$ cat config.mk
export PLATFORM = sky130hd
export DESIGN_NAME = base64_stream_encoder_top
export DESIGN_NICKNAME = d
export VERILOG_FILES = /design/src/design/b64enc_pkg.sv /design/src/design/b64enc_front.sv /design/src/design/b64enc_queue.sv /design/src/design/b64enc_back.sv /design/src/design/base64_stream_encoder_top.sv
export SDC_FILE = /design/constraint.sdc
export NUM_CORES = 1
export LEC_CHECK = 0
export ABC_CLOCK_PERIOD_IN_PS = 6200
export BUFFER_PORTS_ARGS = -buffer_cell sky130_fd_sc_hd__buf_2
export CAP_MARGIN = 15
export CORE_UTILIZATION = 60
export CTS_CLUSTER_SIZE = 20
export DETAILED_ROUTE_END_ITERATION = 16
export GPL_TIMING_DRIVEN = 0
export PLACE_DENSITY = 0.78
export SKIP_LAST_GASP = 1
export SYNTH_ARGS = -nofsm -noshare
export SYNTH_HDL_FRONTEND = slang
export SYNTH_SLANG_ARGS = --single-unit
$ cat constraint.sdc
create_clock -name clk -period 6.2 [get_ports clk]
set_input_delay 0.31 -clock clk [delete_from_list [all_inputs] [get_ports clk]]
set_output_delay 0.31 -clock clk [all_outputs]
set_load 0.02 [all_outputs]
$ cat src/design/b64enc_pkg.sv
// Shared types, constants and the character lookup of the streaming Base64 encoder.
// Used by the front end, the job queue, the back end and the top level.
`timescale 1ns / 1ps

package b64enc_pkg;

	localparam int QueueDepth = 2;

	localparam logic [7:0] PadChar = 8'h3D;

	// One accepted byte expands into a job of one to four characters.
	typedef struct packed {
		logic [3:0][7:0] chars;
		logic [1:0]      last_idx;
		logic            last_msg;
	} job_t;

	typedef enum logic [1:0] {
		PHASE_FIRST  = 2'd0,
		PHASE_SECOND = 2'd1,
		PHASE_THIRD  = 2'd2
	} phase_t;

	function automatic logic [7:0] sextet_char(input logic [5:0] s);
		logic [7:0] c;
		c = 8'h2F;
		if (s < 6'd26) begin
			c = 8'h41 + {2'b00, s};
		end else if (s < 6'd52) begin
			c = 8'h61 + {2'b00, s - 6'd26};
		end else if (s < 6'd62) begin
			c = 8'h30 + {2'b00, s - 6'd52};
		end else if (s == 6'd62) begin
			c = 8'h2B;
		end
		return c;
	endfunction

endpackage

$ cat src/design/b64enc_front.sv
// Front end of the encoder: takes a byte, tracks the group phase and leftover bits,
// and builds the characters that the byte produces. Depends on b64enc_pkg.
`timescale 1ns / 1ps

module b64enc_front (
	input  logic               clk,
	input  logic               arst_n,
	input  logic [7:0]         data_byte,
	input  logic               end_of_message,
	input  logic               take,
	output b64enc_pkg::job_t   job
);

	logic [3:0]         leftover_q;
	b64enc_pkg::phase_t phase_q;
	logic [3:0]         leftover_d;
	b64enc_pkg::phase_t phase_d;

	always_comb begin
		job.chars    = {4{b64enc_pkg::PadChar}};
		job.last_idx = 2'd0;
		job.last_msg = end_of_message;
		leftover_d   = 4'd0;
		phase_d      = b64enc_pkg::PHASE_FIRST;

		case (phase_q)
			b64enc_pkg::PHASE_SECOND: begin
				job.chars[0] = b64enc_pkg::sextet_char({leftover_q[1:0], data_byte[7:4]});
				leftover_d   = data_byte[3:0];
				phase_d      = b64enc_pkg::PHASE_THIRD;
			end
			b64enc_pkg::PHASE_THIRD: begin
				job.chars[0] = b64enc_pkg::sextet_char({leftover_q, data_byte[7:6]});
				job.chars[1] = b64enc_pkg::sextet_char(data_byte[5:0]);
				job.last_idx = 2'd1;
			end
			default: begin
				// The first phase, or an unused phase code, starts a fresh group and drops the kept bits.
				job.chars[0] = b64enc_pkg::sextet_char(data_byte[7:2]);
				leftover_d   = {2'b00, data_byte[1:0]};
				phase_d      = b64enc_pkg::PHASE_SECOND;
			end
		endcase

		if (end_of_message) begin
			if (phase_d == b64enc_pkg::PHASE_SECOND) begin
				job.chars[1] = b64enc_pkg::sextet_char({leftover_d[1:0], 4'b0000});
				job.last_idx = 2'd3;
			end else if (phase_d == b64enc_pkg::PHASE_THIRD) begin
				job.chars[1] = b64enc_pkg::sextet_char({leftover_d, 2'b00});
				job.last_idx = 2'd2;
			end
			leftover_d = 4'd0;
			phase_d    = b64enc_pkg::PHASE_FIRST;
		end
	end

	always_ff @(posedge clk or negedge arst_n) begin
		if (!arst_n) begin
			leftover_q <= 4'd0;
			phase_q    <= b64enc_pkg::PHASE_FIRST;
		end else if (take) begin
			leftover_q <= leftover_d;
			phase_q    <= phase_d;
		end
	end

endmodule

$ cat src/design/b64enc_queue.sv
// Short job queue between the front and back ends of the encoder.
// Depends on b64enc_pkg for the job type.
`timescale 1ns / 1ps

module b64enc_queue #(
	parameter int DEPTH = b64enc_pkg::QueueDepth
) (
	input  logic             clk,
	input  logic             arst_n,
	input  logic             push,
	input  b64enc_pkg::job_t push_job,
	output logic             not_full,
	input  logic             pop,
	output logic             not_empty,
	output b64enc_pkg::job_t head_job
);

	localparam int PtrW = (DEPTH > 1) ? $clog2(DEPTH) : 1;
	localparam int CntW = $clog2(DEPTH + 1);

	b64enc_pkg::job_t  slots_q [DEPTH];
	logic [PtrW-1:0]   wr_ptr_q;
	logic [PtrW-1:0]   rd_ptr_q;
	logic [CntW-1:0]   count_q;

	function automatic logic [PtrW-1:0] next_ptr(input logic [PtrW-1:0] p);
		return (p == PtrW'(DEPTH - 1)) ? '0 : p + PtrW'(1);
	endfunction

	assign not_full  = (count_q != CntW'(DEPTH));
	assign not_empty = (count_q != '0);
	assign head_job  = slots_q[rd_ptr_q];

	always_ff @(posedge clk) begin
		if (push) begin
			slots_q[wr_ptr_q] <= push_job;
		end
	end

	always_ff @(posedge clk or negedge arst_n) begin
		if (!arst_n) begin
			wr_ptr_q <= '0;
			rd_ptr_q <= '0;
			count_q  <= '0;
		end else begin
			if (push) begin
				wr_ptr_q <= next_ptr(wr_ptr_q);
			end
			if (pop) begin
				rd_ptr_q <= next_ptr(rd_ptr_q);
			end
			if (push && !pop) begin
				count_q <= count_q + CntW'(1);
			end else if (pop && !push) begin
				count_q <= count_q - CntW'(1);
			end
		end
	end

endmodule

$ cat src/design/b64enc_back.sv
// Back end of the encoder: holds one job and sends its characters one per cycle while
// char_ready is high, through a registered output. Depends on b64enc_pkg for the job type.
`timescale 1ns / 1ps

module b64enc_back (
	input  logic             clk,
	input  logic             arst_n,
	input  logic             job_ready,
	input  b64enc_pkg::job_t head_job,
	output logic             job_pop,
	output logic [7:0]       out_char,
	output logic             last_char,
	output logic             char_valid,
	input  logic             char_ready
);

	b64enc_pkg::job_t job_q;
	logic             busy_q;
	logic [1:0]       idx_q;
	logic             valid_q;
	logic             load;
	logic             finish;

	// While a job is held, a new character enters the output register when it is empty or being taken.
	assign load    = busy_q && (!valid_q || char_ready);
	assign finish  = load && (idx_q == job_q.last_idx);
	assign job_pop = job_ready && (!busy_q || finish);

	assign char_valid = valid_q;

	always_ff @(posedge clk or negedge arst_n) begin
		if (!arst_n) begin
			busy_q  <= 1'b0;
			idx_q   <= 2'd0;
			valid_q <= 1'b0;
		end else begin
			if (job_pop) begin
				busy_q <= 1'b1;
				idx_q  <= 2'd0;
			end else if (finish) begin
				busy_q <= 1'b0;
			end else if (load) begin
				idx_q <= idx_q + 2'd1;
			end

			if (load) begin
				valid_q <= 1'b1;
			end else if (char_ready) begin
				valid_q <= 1'b0;
			end
		end
	end

	always_ff @(posedge clk) begin
		if (job_pop) begin
			job_q <= head_job;
		end
		if (load) begin
			out_char  <= job_q.chars[idx_q];
			last_char <= job_q.last_msg && (idx_q == job_q.last_idx);
		end
	end

endmodule

$ cat src/design/base64_stream_encoder_top.sv
// Streaming Base64 encoder: one byte in per transfer, one to four characters out.
// A byte's first character passes through its queue slot, the back-end job register
// and the output register. Characters leave one per cycle, set by the back-end
// serializer, while char_ready is high: four characters per three bytes sustained;
// bytes are taken every cycle while the job queue has room. Reset clears the group
// phase, the leftover bits, the queue and the output valid flag. Depends on b64enc_pkg.
`timescale 1ns / 1ps

module base64_stream_encoder_top #(
	parameter int QUEUE_DEPTH = b64enc_pkg::QueueDepth
) (
	input  logic       clk,
	input  logic       arst_n,
	input  logic [7:0] data_byte,
	input  logic       end_of_message,
	input  logic       data_valid,
	output logic       data_ready,
	output logic [7:0] out_char,
	output logic       last_char,
	output logic       char_valid,
	input  logic       char_ready
);

	b64enc_pkg::job_t new_job;
	b64enc_pkg::job_t head_job;
	logic             take;
	logic             q_not_full;
	logic             q_not_empty;
	logic             q_pop;

	assign data_ready = q_not_full;
	assign take       = data_valid && q_not_full;

	b64enc_front u_front (
		.clk            (clk),
		.arst_n         (arst_n),
		.data_byte      (data_byte),
		.end_of_message (end_of_message),
		.take           (take),
		.job            (new_job)
	);

	b64enc_queue #(
		.DEPTH (QUEUE_DEPTH)
	) u_queue (
		.clk       (clk),
		.arst_n    (arst_n),
		.push      (take),
		.push_job  (new_job),
		.not_full  (q_not_full),
		.pop       (q_pop),
		.not_empty (q_not_empty),
		.head_job  (head_job)
	);

	b64enc_back u_back (
		.clk        (clk),
		.arst_n     (arst_n),
		.job_ready  (q_not_empty),
		.head_job   (head_job),
		.job_pop    (q_pop),
		.out_char   (out_char),
		.last_char  (last_char),
		.char_valid (char_valid),
		.char_ready (char_ready)
	);

endmodule
==> results.md <==
- RSZ-0062 raised after global routing: no
- Register area share after synthesis: 41.4%
- Max-slew violations: 0
- Initial antenna violation count: 0
- Synth async-reset ratio: 17.5%
- Main synth FF type: edfxtp_1
- FF+latch count, synth: 80
- Post-Syn Area: 0.00563 mm2
- Outcome: complete, no violations
- Setup Viol. Count Final: 0
- Peak supply drop: 171 uV
- Synth top area share: 35.2%
- Worst-path fanout max: 10
- Max Root-Sink Buffers: 2
- Maxcap violations: 0
- Crit path time final: 2.83 ns
- Total design power: 2430 uW
- First-pass GRT wire length: 21.5 mm
- Root Driver: clkbuf_8
- ANT cells: 0
- Worst Path Class, Setup: flip-flop to flip-flop
- CTS Sinks: 80
- CTS tree: yes
- CP required: 6.25 ns
- Post-DR vias/cell: 6.40
- I/O Pins: 24
- Hpwl dp: 9.59 mm
- Post-Syn Area per Cell: 10.3 um2
- Final cell count without fillers: 698
- Largest net degree at the start of global routing: 20
- Post_cts resized: 0
- Chip Height: 98.9 um
- Yosys warns: 0
- Routed WL per cell: 18.5 um
- IO buf count: 23
- 1st-pass router iterations: 5
- Yosys top cell by area: edfxtp_1
- Final Skew: 0.00774 ns
- Placed instance count: 681
- Nets: 641
- Pwr/cell area: 398 mW/mm2
- Core area: 0.00889 mm2
- H-Tree Depth: 3
- Commonest non-fill, non-tap cell in the layout: edfxtp_1
- Post-synth EDFFs: 66
- Synth unique cells: 72
- Commonest non-fill, non-tap cells in the layout: edfxtp_1, ha_1, nand2_1, xnor2_1
- DIE WIDTH: 98.9 um
- Die Footprint: 0.00978 mm2
- Via count: 4466
- Share of cells above drive strength 1: 13.2%
- Max Freq: 0.353 GHz
- Drt initial violations: 403
- Initial core utilization: 63.4%
- Routed wire length: 12.9 mm
- Tcrit/Tclk final: 45.7%
- Setup crit end kind: flip-flop
- TritonCTS Buffers: 9
- Worst setup margin: 3.37 ns
- Critical Path Start Type: flip-flop
- Setup_tns: 0 ns
- Layout area overhead: 8.17%
- Max-slew headroom: 36.3%
- Synth Instances: 549
- Leak: 0.00232 uW
- Remaining DRCs: 0
- GRT overflow: 0
- Worst Hold Class: input port to flip-flop
- Post-route ant nets: 0
- Synthesized Nets: 605
- Worst skew pair latency: 0.32 ns
- Worst-Margin Slew: 0.954 ns
- Synth top area cells: edfxtp_1, ha_1, dfrtp_1
- Final number of hold-violating endpoints: 0
- Routability Congestion: 1.00
- Critical Path AT: 2.88 ns
- Total GRT Usage: 28.1%
- Pre-CTS setup slack: 3.24 ns
- Rows: 34
- Clk slew on worst S/H paths: 0.07 ns
- Vias in the first global route: 4356
-- flip-flops by register name, summed over array words and instances (netlist names) --
name / cells
u_queue.slots_q: 38
u_back.job_q: 19
u_back.out_char: 8
u_front.leftover_q: 4
u_back.idx_q: 2
u_front.phase_q: 2
u_queue.count_q: 2
u_back.busy_q: 1
u_back.char_valid: 1
u_back.last_char: 1
u_queue.rd_ptr_q: 1
u_queue.wr_ptr_q: 1
-- cells by family (layout without fill, tap and decap cells) --
group | after synthesis | after routing | synth area share, %
adder cells (fa/ha/maj) | 43 | 43 | 9.55
multiplexers | 33 | 33 | 6.35
flip-flops | 80 | 80 | 41.4
XOR/XNOR | 48 | 48 | 7.60
AO/OA/AOI/OAI | 143 | 143 | 17.5
buffers and inverters | 53 | 94 | 4.00
AND/OR/NAND/NOR | 149 | 149 | 13.6
-- layer usage --
metal / GRT usage (%) / vias to the layer above / share of wire [%]
met5: 0 / - / 0
met4: 11.6 / 0 / 1.8
met3: 3.26 / 20 / 5.6
met2: 48.8 / 192 / 51
met1: 35.6 / 2129 / 42
li1: - / 2125 / -
-- final cells by class --
cell class                      instances  area (um2)
Multi-Input combinational cell        416        3080
Sequential cell                        80        2330
Timing Repair Buffer                   25         140
Buffer                                 30         139
Clock inverter                          5        47.5
Tap cell                              108         135
Fill cell                             706        2800
Clock buffer                           11         131
Inverter                               23        86.3
-- critical path: stages, from the launching register on --
cell and delay, ns:
dfrtp_1 0.39, inv_1 0.10, ha_1 0.17, clkbuf_1 0.34, o21ai_0 0.25, ha_1 0.32, nor3_2 0.41, nor2_1 0.13
a221oi_1 0.31, o22ai_1 0.14
-- synthesized netlist by cell type (5+ instances only) --
cell / instances
a211oi_1: 8
nand2_1: 35
and3_1: 6
edfxtp_1: 66
nor3_1: 7
a31oi_1: 11
mux2i_1: 11
nand2b_1: 10
a211o_1: 7
ha_1: 43
xor2_1: 16
buf_2: 6
a21oi_1: 30
nor2b_1: 15
mux2_2: 20
nand4_1: 5
xnor2_1: 31
nor2_1: 30
nand3_1: 20
a21o_1: 6
clkbuf_1: 19
inv_1: 21
dfrtp_1: 14
o21ai_0: 27
-- worst paths after layout --
check	from	slack (ns)	end	cells past startpoint
worst max-delay path	u_front.phase_q[1]	3.37	u_queue.slots_q[1][16]	9
worst min-delay path	end_of_message	0.19	u_queue.slots_q[1][0]	1
worst max register to register	u_front.phase_q[1]	3.37	u_queue.slots_q[1][16]	9
worst min register to register	u_queue.count_q[1]	0.51	u_queue.count_q[1]	1
max in group asynchronous	arst_n	5.55	u_front.phase_q[0]	2
min in group asynchronous	arst_n	0.41	u_back.busy_q	2
-- stage by stage --
stage	hold WS, ns	instance area (um2)	util, %
after global routing	0.159	6090	68.5
after floorplan	0.0144	5630	-
after detailed placement	0.232	5900	66.4
final	0.189	6090	68.5
after global placement	0.221	5880	66.2
after CTS	0.167	6090	68.5
-- repair_timing --
action / CTS / global route
hold buffers: 1 / 0
hold endpoints to repair: 14 / 0
buffers inserted: 0 / 0
-- power breakdown --
group	internal, uW	leakage [uW]	switching [uW]
registers	871	0.000779	78.6
clock network	182	0.0000922	163
logic	427	0.00145	704
total	1480	0.00232	946
No activity file was read; power rests on OpenSTA's default activity.
